### config.mk
export PLATFORM = sky130hd
export DESIGN_NAME = nss7d_ctrl
export DESIGN_NICKNAME = d
export VERILOG_FILES = /design/src/sv/nss7d_pkg.sv /design/src/sv/nss7d_ctrl.sv
export SDC_FILE = /design/constraint.sdc
export NUM_CORES = 1
export LEC_CHECK = 0
export BUFFER_PORTS_ARGS = -buffer_cell sky130_fd_sc_hd__buf_2
export CAP_MARGIN = 25
export CORE_AREA = 3 3 40 42
export DETAILED_ROUTE_END_ITERATION = 16
export DIE_AREA = 0 0 43 45
export PLACE_DENSITY = 0.3
export SETUP_SLACK_MARGIN = 0.15
export SYNTH_ARGS = -nofsm -noshare
export SYNTH_HDL_FRONTEND = slang
export SYNTH_SLANG_ARGS = --single-unit
### constraint.sdc
create_clock -name clk_i -period 1.9 [get_ports clk_i]
set_input_delay 0.285 -clock clk_i [delete_from_list [all_inputs] [get_ports clk_i]]
set_output_delay 0.285 -clock clk_i [all_outputs]
set_load 0.01 [all_outputs]
### src/sv/nss7d_pkg.sv
// Shared types and constants for the nearest sample search block.
// Used by nss7d_ctrl, nss7d_dp and nearest_sample_search_7d; no dependencies.
`default_nettype none

package nss7d_pkg;

  localparam int unsigned IN_W   = 16;  // width of each component port
  localparam int unsigned N_IN   = 7;   // component ports on the input channel
  localparam int unsigned IDX_W  = 10;  // sample_index / nearest_index width
  localparam int unsigned CNT_W  = 11;  // sample_count register width
  localparam int unsigned DIST_W = 35;  // nearest_dist_sq width

  localparam logic [DIST_W-1:0] DIST_MAX = '1;

  typedef enum logic {
    REQ_LOAD  = 1'b0,
    REQ_QUERY = 1'b1
  } req_type_e;

  // controller -> datapath
  typedef struct packed {
    logic wr_en;   // store the input sample
    logic start;   // latch query, clear best, rewind scan
    logic rd_en;   // read the next sample row
    logic emit;    // move best into the output register
  } ctrl_cmd_t;

  // datapath -> controller
  typedef struct packed {
    logic scan_done;  // every row up to the count has been read
    logic pipe_busy;  // a sample is still in flight
    logic out_busy;   // output register holds a beat not yet taken
  } ctrl_sts_t;

endpackage

`default_nettype wire

### src/sv/nss7d_ctrl.sv
// Sequencer for loads and query scans.
// Depends on nss7d_pkg; drives the command struct of nss7d_dp.
`default_nettype none

module nss7d_ctrl (
  input  wire logic                clk_i,
  input  wire logic                rst_ni,
  input  wire logic                in_valid_i,
  input  wire logic                req_type_i,
  output logic                     in_ready_o,
  input  wire nss7d_pkg::ctrl_sts_t sts_i,
  output nss7d_pkg::ctrl_cmd_t     cmd_o
);
  import nss7d_pkg::*;

  localparam logic [1:0] ST_IDLE  = 2'd0;
  localparam logic [1:0] ST_SCAN  = 2'd1;
  localparam logic [1:0] ST_DRAIN = 2'd2;

  logic [1:0] state_q, state_d;
  logic       in_fire;

  assign in_ready_o = (state_q == ST_IDLE);
  assign in_fire    = in_valid_i && in_ready_o;

  always_comb begin
    state_d = state_q;
    cmd_o   = '0;
    unique case (state_q)
      ST_IDLE: begin
        if (in_fire) begin
          if (req_type_i == REQ_QUERY) begin
            cmd_o.start = 1'b1;
            state_d     = ST_SCAN;
          end else begin
            cmd_o.wr_en = 1'b1;
          end
        end
      end
      ST_SCAN: begin
        if (sts_i.scan_done) begin
          state_d = ST_DRAIN;
        end else begin
          cmd_o.rd_en = 1'b1;
        end
      end
      ST_DRAIN: begin
        // wait for the last distance to settle and the output slot to free up
        if (!sts_i.pipe_busy && !sts_i.out_busy) begin
          cmd_o.emit = 1'b1;
          state_d    = ST_IDLE;
        end
      end
      default: begin
        state_d = ST_IDLE;
      end
    endcase
  end

  always_ff @(posedge clk_i or negedge rst_ni) begin
    if (!rst_ni) begin
      state_q <= ST_IDLE;
    end else begin
      state_q <= state_d;
    end
  end

endmodule

`default_nettype wire

# Yosys cells after proc, flatten, opt, wreduce, memory -nomap -nowiden
# Index checks and enable logic that the tools add are counted.
# Widths: inputs -> output; s select.
# op_classes
eq_ne	6
mux	13
n_reduce_logical	6
# op_table
op	n
$mux 2	6
$mux 1	6
$ne 2x2->1 const B	3
$pmux 2 s3	1
$reduce_and 4->1	1
$eq 2x1->1 const B	1
$eq 2x2->1 const B	1
$logic_and 1x1->1	2
$logic_not 1->1	2
$logic_not 2->1	1
$ne 2x1->1 const B	1
# totals
word_cells	26
in_bits	7
reg_bits	2

# Depth between registers and ports, before layout
# Gate-level depths: netlist of run 1.
# logic_depth
word_depth	4
ltp_mapped	2
ltp_nobuf	2

# Worst setup path before layout of run 1
# No wires, ideal clock.
# synth_path
kind	reg-to-output
start	register state_q[0]
end	output cmd_o[0] (netlist name)
path_slack_ps	721
arrival_time_ps	894
stages_incl_launch_ff	2
cell_sequence	dfrtp_1 nor4b_1
# synth_lines
item	line	rtl
from (decl)	nss7d_ctrl.sv:20	logic [1:0] state_q, state_d;
from (signal assigned)	nss7d_ctrl.sv:64	state_q <= state_d;
to (decl)	nss7d_ctrl.sv:12	output nss7d_pkg::ctrl_cmd_t cmd_o

==> impl_metrics.csv, run 1 <==
group,metric,value,unit
yosys,post_synth.cell_area_avg,10.6,um2
clock_tree,htree_num_levels,1,
placed_design,place.port_buffers,11,
yosys,sequential_fraction_of_the_synthesis_area,43.0,%
detailed_routing,vias,146,
die,die_x,43,um
grt,grt_max_degree,7,
sta,final-max-slew-violation-count,0,
placed_design,weighted_congestion_at_the_end_of_routability_driven_global_placement,0.702,
power_and_ir_drop,power.static_leakage,0.111,nW
min_path,hold_start,"in_valid_i",
clock_tree,cts.sink_count,2,
critical_path,library_cell_contributing_the_largest_single_delay_on_the_critical_path,"sky130_fd_sc_hd__dfrtp_1",
detailed_routing,wl_per_cell,9.34,um
yosys,postSynthCellCount,11,
grt,grt_first_pass_wirelength,627,um
grt,grtUsageTotal,4.91,%
layout,regMostFlops,"state_q",
detailed_routing,post_drt_via_cell_ratio,3.56,
detailed_routing,drc_errors,0,
critical_path,critPathKind,"reg2out",
placed_design,placed_area,190,um2
die,placement_rows,13,
power_and_ir_drop,ir_drop,242,uV
yosys,synth_top_area_share,43.0,%
clock_tree,cts_resized,0,
sta,timing.slew.headroom,80.5,%
detailed_routing,antenna_violating_nets_left,0,
critical_path,cp-start-kind,"flip-flop",
layout,final_nets,35,
clock_tree,clkTransAtPathRegs,0.03,ns
clock_tree,cts_root_buffer,"sky130_fd_sc_hd__clkbuf_4",
layout,number_of_flip_flops_in_the_largest_register,2,
clock_tree,tritoncts,"done",
layout,top_regs,"state_q (2)",
sta,timing.clock.skew,0.00146,ns
yosys,syn_nets,18,
sta,tightestPinTransition,0.288,ns
die,io-pin-count,12,
layout,final_design_area_no_fill,223,um2
critical_path,worst-path-max-fanout,6,
critical_path,worstPathArrival,1.17,ns
detailed_routing,routed_wirelength,383,um
sta,report.final.setup_viol,0,
power_and_ir_drop,p_total,276,uW
sta,grt_setup_unrepaired,"no",
sta,period_utilisation_layout,76.5,%
critical_path,series_of_cell_instances_along_the_critical_path,"nor4b_1 -> buf_2",
yosys,yosysTopAreaCell,"sky130_fd_sc_hd__dfrtp_1",
detailed_routing,first_pass_iters,2,
grt,overflow,0,
grt,grt_pass1_vias,148,
critical_path,critical_path.startpoint,"state_q[0]",
clock_tree,cts_made_buffers,3,
die,initial_util,9.06,%
critical_path,path_delay_family,"flip-flops",
sta,clock.fmax,688,MHz
sta,hold_violations,0,
layout,antenna-diode-count,0,
critical_path,crit-reg2reg-launch,"state_q[0]",
clock_tree,cts_buffer_depth,2,
power_and_ir_drop,powerDensity,1240,mW/mm2
die,coreArea,0.00128,mm2
clock_tree,clock_latency,0.22,ns
critical_path,crit_path_end_kind,"output pin",
status,status,"complete, no violations",
yosys,ys_seq_elements,2,
layout,post_route_cells_drive_above_1_share,57.7,%
die,die_area,0.00194,mm2
die,die_height,45,um
clock_tree,cts.hold.buffers_added,1,
yosys,yosys_warnings,0,
yosys,netlist_top_cells_area,"sky130_fd_sc_hd__dfrtp_1 (43%), sky130_fd_sc_hd__nor4b_1 (15%), sky130_fd_sc_hd__nor3b_2 (11%)",
critical_path,worstPathBufferInverterCount,1,
clock_tree,post-cts-setup-buffer-count,0,
layout,syn2layout_area_growth,91.4,%
critical_path,worst-endpoint-required,1.62,ns
sta,totalNegativeSetupSlack,0,ns
detailed_routing,detailedRoute.firstIterationViolations,2,
critical_path,cpPeakStageDelay,0.41,ns
job,maxCapViolations,0,
yosys,synth_area,116,um2
sta,period_minus_slack,1.45,ns
grt,grt_antenna_before_repair,0,
min_path,hold_path.class,"in2reg",
yosys,ys_types,8,
==> per-stage QoR <==
| step | std cells | worst slack, ns | util (%) | hold slack, ns |
|---|---|---|---|---|
| after floorplan | 11 | 0.721 | - | -0.0106 |
| after global placement | 37 | 0.722 | 14.8 | 0.0706 |
| after detailed placement | 37 | 0.718 | 14.8 | 0.0777 |
| after CTS | 41 | 0.459 | 17.3 | 0.311 |
| after global routing | 41 | 0.392 | 17.3 | 0.342 |
| final | 41 | 0.447 | 17.3 | 0.316 |
==> metal layers <==
metal  part of all wire (%)  vias up  global-route usage, %
li1                       -       75                      -
met2                     37       12                   5.69
met1                     43       59                   5.78
met4                      0        0                   5.42
met5                      0        -                      0
met3                     20        0                   2.79
==> worst paths after layout <==
path	cells past startpoint	slack, ns	to
worst max-delay path	2	0.45	cmd_o[0]
worst min-delay path	2	0.32	state_q[0]
worst max register to register	2	1.01	state_q[0]
worst min register to register	1	0.56	state_q[1]
max in group asynchronous	2	1.42	state_q[1]
min in group asynchronous	2	0.38	state_q[0]
==> final cells by class <==
cell class                      instances  area, um2
Timing Repair Buffer                   12       65.1
Multi-Input combinational cell          9       66.3
Fill cell                             148       1060
Clock buffer                            3       22.5
Sequential cell                         2       50.0
Tap cell                               15       18.8
==> cell families after synthesis <==
group,after synthesis,share of synthesized area (%)
and+or+nand+nor,6,40.9
DFF,2,43.0
AOI/OAI and AO/OA,3,16.1
==> cells in the final DEF, fill, tap and decap left out <==
cell type                        n
sky130_fd_sc_hd__a31o_1          1
sky130_fd_sc_hd__and3_1          1
sky130_fd_sc_hd__buf_2          11
sky130_fd_sc_hd__clkbuf_4        3
sky130_fd_sc_hd__dfrtp_1         2
sky130_fd_sc_hd__dlygate4sd3_1   1
sky130_fd_sc_hd__nand3b_1        1
sky130_fd_sc_hd__nor2_1          1
sky130_fd_sc_hd__nor3b_2         1
sky130_fd_sc_hd__nor4b_1         2
sky130_fd_sc_hd__o21ai_0         2
==> worst register-to-register path, delay by kind of cell, from the launching register on <==
family / cells / cell delay (ns)
AOI/OAI and AO/OA: 1 / 0.18
DFF: 1 / 0.41
and+or+nand+nor: 1 / 0.18
==> synth_stat cells, drive strengths merged <==
cell and count:
a31o 1, and3 1, dfrtp 2, nand3b 1
nor2 1, nor3b 1, nor4b 2, o21ai 2
==> power breakdown <==
group	switching, mW	internal, mW
Clock	0.0233	0.0696
Combinational	0.0481	0.0514
Sequential	0.0231	0.0601
Power figures use the tool's default switching activity.
==> inputs of run 2 (changes only) <==
clock period = 1.3 ns   (was 1.9 ns; I/O delays follow)
==> impl_metrics.csv, run 2 (synthesized netlist as in run 1, its figures left out) <==
group,metric,value,unit
status,status,"complete, no violations",
clock_tree,cts_made_buffers,3,
sta,report.final.setup_viol,0,
critical_path,crit_path_end_kind,"output pin",
power_and_ir_drop,p_total,452,uW
die,coreArea,0.00128,mm2
power_and_ir_drop,power.static_leakage,0.113,nW
clock_tree,cts.sink_count,2,
critical_path,crit-reg2reg-launch,"state_q[0]",
detailed_routing,detailedRoute.firstIterationViolations,3,
critical_path,worstPathArrival,1.10,ns
critical_path,regToRegSetupSlack,0.36,ns
layout,antenna-diode-count,0,
sta,period_minus_slack,1.30,ns
layout,final.fill_count,148,
detailed_routing,wl_per_cell,10.7,um
critical_path,worst-path-max-fanout,6,
min_path,min_delay_worst_endpoint,"state_q[0]",
clock_tree,clkTransAtPathRegs,0.03,ns
sta,timing.slew.headroom,86.7,%
sta,tightestPinTransition,0.199,ns
power_and_ir_drop,powerDensity,1840,mW/mm2
sta,period_utilisation_layout,100,%
grt,overflow,0,
die,io-pin-count,12,
clock_tree,cts_buffer_depth,2,
clock_tree,htree_num_levels,1,
detailed_routing,post_drt_via_cell_ratio,3.88,
layout,post_route_cells_drive_above_1_share,76.9,%
sta,final-max-slew-violation-count,0,
critical_path,critPathKind,"reg2out",
detailed_routing,antenna_violating_nets_left,0,
clock_tree,tritoncts,"done",
grt,grtUsageTotal,5.83,%
detailed_routing,first_pass_iters,2,
layout,most-common-layout-cells,"sky130_fd_sc_hd__buf_2 (11), sky130_fd_sc_hd__clkbuf_4 (3), sky130_fd_sc_hd__nor4b_2 (2), sky130_fd_sc_hd__o21ai_0 (2), sky130_fd_sc_hd__dfrtp_2 (2)",
sta,totalNegativeSetupSlack,0,ns
placed_design,weighted_congestion_at_the_end_of_routability_driven_global_placement,0.642,
layout,final_design_area_no_fill,245,um2
grt,grt_first_pass_wirelength,786,um
detailed_routing,vias,159,
layout,final_common_cell,"sky130_fd_sc_hd__buf_2",
sta,clock.fmax,769,MHz
grt,grt_max_degree,7,
detailed_routing,routed_wirelength,440,um
sta,timing.clock.skew,0.000267,ns
critical_path,r2r-end,"state_q[0]",
grt,grt_antenna_before_repair,0,
layout,syn2layout_area_growth,111,%
layout,regMostFlops,"state_q",
sta,hold-worst-slack,0.241,ns
detailed_routing,drc_errors,0,
placed_design,place.port_buffers,11,
layout,multiInputGateArea,86.3,um2
min_path,hold_path.class,"in2reg",
layout,number_of_flip_flops_in_the_largest_register,2,
layout,final_nets,35,
min_path,holdPathStages,2,
critical_path,cp-start-kind,"flip-flop",
job,maxCapViolations,0,
clock_tree,clock_latency,0.22,ns
die,placement_rows,13,
grt,grt_pass1_vias,168,
die,die_area,0.00194,mm2
clock_tree,cts_root_buffer,"sky130_fd_sc_hd__clkbuf_4",
sta,grt_setup_unrepaired,"yes",
sta,hold_violations,0,
critical_path,ff2ff_path_depth,2,
die,initial_util,9.06,%
die,die_x,43,um
placed_design,placed_area,190,um2
placed_design,dp_hpwl,345,um
die,die_height,45,um
layout,ff_latch_area,52.6,um2
critical_path,worst-endpoint-required,1.11,ns
power_and_ir_drop,ir_drop,526,uV
min_path,hold_start,"in_valid_i",
layout,top_regs,"state_q (2)",
run 2: layout make-up:
cell class	count	share of cell area, %
Sequential cell	2	21.4
Tap cell	15	7.65
Multi-Input combinational cell	9	35.2
Timing Repair Buffer	12	26.5
Clock buffer	3	9.18
run 2: what timing repair did:
| action | CTS | global route |
|---|---|---|
| endpoints found under the hold margin | 2 | 0 |
| gates cloned | 0 | 0 |
| hold buffers | 1 | 0 |
| pin swaps | 2 | 1 |
| setup buffers | 0 | 0 |
| setup endpoints to repair | 5 | 5 |
| resized for setup | 5 | 1 |
run 2: worst max-delay path by stage:
stage               start       end  slack [ns]  cells after the start
2_1_floorplan  state_q[0]  cmd_o[0]        0.21                      1
3_3_place_gp   state_q[0]  cmd_o[3]        0.21                      2
3_5_place_dp   state_q[0]  cmd_o[3]        0.15                      2
4_1_cts        state_q[1]  cmd_o[3]       -0.01                      2
5_1_grt        state_q[1]  cmd_o[3]       -0.06                      2
6_report       state_q[1]  cmd_o[3]      0.0003                      2
run 2: report_power, final:
| group | leakage, nW | total [mW] | internal (mW) | switching [mW] |
|---|---|---|---|---|
| clock network | 0.0138 | 0.138 | 0.102 | 0.0362 |
| registers | 0.0233 | 0.150 | 0.0929 | 0.0568 |
| logic | 0.0756 | 0.164 | 0.0905 | 0.0735 |
| total | 0.113 | 0.452 | 0.285 | 0.166 |
run 2: stage by stage:
| step | util, % | worst slack (ns) | cells |
|---|---|---|---|
| 5_1_grt | 19.1 | -0.0623 | 41 |
| 3_3_place_gp | 14.8 | 0.213 | 37 |
| 3_5_place_dp | 14.8 | 0.150 | 37 |
| 6_report | 19.1 | 0.000287 | 41 |
| 4_1_cts | 18.7 | -0.0142 | 41 |
| 2_1_floorplan | - | 0.211 | 11 |
run 2: worst max-delay path, stage by stage, from the launching register on:
cell,delay (ns)
sky130_fd_sc_hd__dfrtp_2,0.44
sky130_fd_sc_hd__nor4b_2,0.26
sky130_fd_sc_hd__buf_2,0.17
run 2: per-layer routing:
layer / part of all wire [%] / GRT usage (%) / routed length [um] / vias to the layer above
met5: 0 / 0 / 0 / -
met4: 0 / 5.42 / 0 / 0
met3: 15 / 3.98 / 64 / 0
met2: 40 / 7.49 / 174 / 12
met1: 45 / 6.27 / 200 / 73
li1: - / - / - / 74
==> inputs of run 3 (changes only) <==
CELL_PAD_IN_SITES_DETAIL_PLACEMENT = 0   (was unset)
CELL_PAD_IN_SITES_GLOBAL_PLACEMENT = 1   (was unset)
PLACE_DENSITY = 0.36   (was 0.3)
==> impl_metrics.csv, run 3 (synthesized netlist as in run 1, its figures left out) <==
group,metric,value,unit
status,status,"complete, no violations",
detailed_routing,detailedRoute.firstIterationViolations,1,
die,placement_rows,13,
layout,final_cell_count_no_fill,41,
layout,regMostFlops,"state_q",
placed_design,weighted_congestion_at_the_end_of_routability_driven_global_placement,0.568,
power_and_ir_drop,powerDensity,1850,mW/mm2
critical_path,crit_path_end_kind,"output pin",
grt,overflow,0,
clock_tree,post-cts-setup-buffer-count,0,
layout,number_of_flip_flops_in_the_largest_register,2,
die,initial_util,9.06,%
sta,tightestPinTransition,0.219,ns
min_path,hold_path.class,"in2reg",
critical_path,library_cell_contributing_the_largest_single_delay_on_the_critical_path,"sky130_fd_sc_hd__dfrtp_2",
critical_path,path_delay_family,"flip-flops",
layout,top_regs,"state_q (2)",
sta,report.final.setup_viol,0,
clock_tree,cts_root_buffer,"sky130_fd_sc_hd__clkbuf_4",
placed_design,place.port_buffers,11,
die,io-pin-count,12,
clock_tree,tritoncts,"done",
sta,hold_violations,0,
clock_tree,htree_num_levels,1,
grt,grt_antenna_before_repair,0,
placed_design,placed_area,190,um2
grt,grt_first_pass_wirelength,696,um
grt,grt_pass1_vias,178,
critical_path,worst-path-max-fanout,6,
detailed_routing,post_drt_via_cell_ratio,3.68,
die,coreArea,0.00128,mm2
sta,clock.fmax,771,MHz
layout,post_route_cells_drive_above_1_share,76.9,%
layout,most-common-layout-cells,"sky130_fd_sc_hd__buf_2 (11), sky130_fd_sc_hd__clkbuf_4 (3), sky130_fd_sc_hd__nor4b_2 (2), sky130_fd_sc_hd__o21ai_0 (2), sky130_fd_sc_hd__dfrtp_2 (2)",
die,die_area,0.00194,mm2
placed_design,dp_hpwl,327,um
die,die_height,45,um
detailed_routing,wl_per_cell,10.0,um
critical_path,critPathKind,"reg2out",
clock_tree,clock_latency,0.23,ns
critical_path,worstPathArrival,1.10,ns
die,die_x,43,um
power_and_ir_drop,power.static_leakage,0.113,nW
critical_path,series_of_cell_instances_along_the_critical_path,"nor4b_2 -> buf_2",
clock_tree,clkTransAtPathRegs,0.03,ns
placed_design,placed_cells_incl_taps,37,
power_and_ir_drop,p_total,454,uW
sta,final-max-slew-violation-count,0,
critical_path,regToRegSetupSlack,0.38,ns
layout,syn2layout_area_growth,111,%
sta,grt_setup_unrepaired,"yes",
grt,grtUsageTotal,5.91,%
detailed_routing,first_pass_iters,2,
detailed_routing,drc_errors,0,
clock_tree,cts_made_buffers,3,
detailed_routing,antenna_violating_nets_left,0,
detailed_routing,routed_wirelength,412,um
layout,antenna-diode-count,0,
sta,period_utilisation_layout,99.7,%
layout,final_nets,35,
grt,grt_max_degree,7,
critical_path,worst-endpoint-required,1.11,ns
sta,timing.final.ws_setup,0.00375,ns
critical_path,worstPathBufferInverterCount,1,
job,maxCapViolations,0,
sta,period_minus_slack,1.30,ns
sta,timing.slew.headroom,85.2,%
detailed_routing,vias,151,
layout,final_common_cell,"sky130_fd_sc_hd__buf_2",
sta,timing.clock.skew,0.00336,ns
critical_path,cpPeakStageDelay,0.44,ns
critical_path,cp-start-kind,"flip-flop",
clock_tree,cts.sink_count,2,
power_and_ir_drop,ir_drop,398,uV
placed_design,place_ws,0.173,ns
clock_tree,cts_buffer_depth,2,
layout,final_design_area_no_fill,245,um2
run 3: cell counts in the layout (fill, tap and decap cells not counted):
Identical to the previous run, type by type.
run 3: layout make-up:
type                    instances  area [um2]
clock buffers                   3        22.5
fillers                       151        1040
multi-input cells               9        86.3
flip-flops and latches          2        52.6
well taps                      15        18.8
repair buffers                 12        65.1
run 3: power by group:
part / leakage [nW] / switching (mW) / total (mW) / internal [mW]
Sequential: 0.0233 / 0.0543 / 0.147 / 0.0929
Combinational: 0.0755 / 0.0738 / 0.164 / 0.0906
Clock: 0.0138 / 0.0399 / 0.142 / 0.102
Total: 0.113 / 0.168 / 0.454 / 0.286
run 3: per-layer routing:
| metal | share of wire (%) | GRT usage [%] | wire length [um] |
|---|---|---|---|
| met5 | 0 | 0 | 0 |
| met4 | 0 | 10.8 | 0 |
| met3 | 0 | 2.39 | 0 |
| met2 | 70 | 8.68 | 287 |
| met1 | 30 | 4.33 | 124 |
run 3: what timing repair did:
action	in CTS	in global routing
pin swaps	2	0
hold endpoints to repair	2	0
setup endpoints to repair	5	5
hold buffers	1	0
resized for setup	5	1
run 3: stage by stage:
step	util [%]	hold slack [ns]	TNS (ns)
2_1_floorplan	-	-0.101	0
3_3_place_gp	14.8	-0.0178	0
3_5_place_dp	14.8	-0.0136	0
4_1_cts	18.7	0.228	-0.00735
5_1_grt	19.1	0.241	-0.0848
6_report	19.1	0.231	0
run 3: path summary, 6_finish.rpt:
check	from	endpoint	cells past startpoint
hold / removal	in_valid_i	state_q[0]	2
setup reg to reg	state_q[0]	state_q[0]	2
setup / recovery	state_q[1]	cmd_o[3]	2
hold reg to reg	state_q[0]	state_q[1]	1
max in group asynchronous	rst_ni	state_q[0]	2
min in group asynchronous	rst_ni	state_q[1]	2
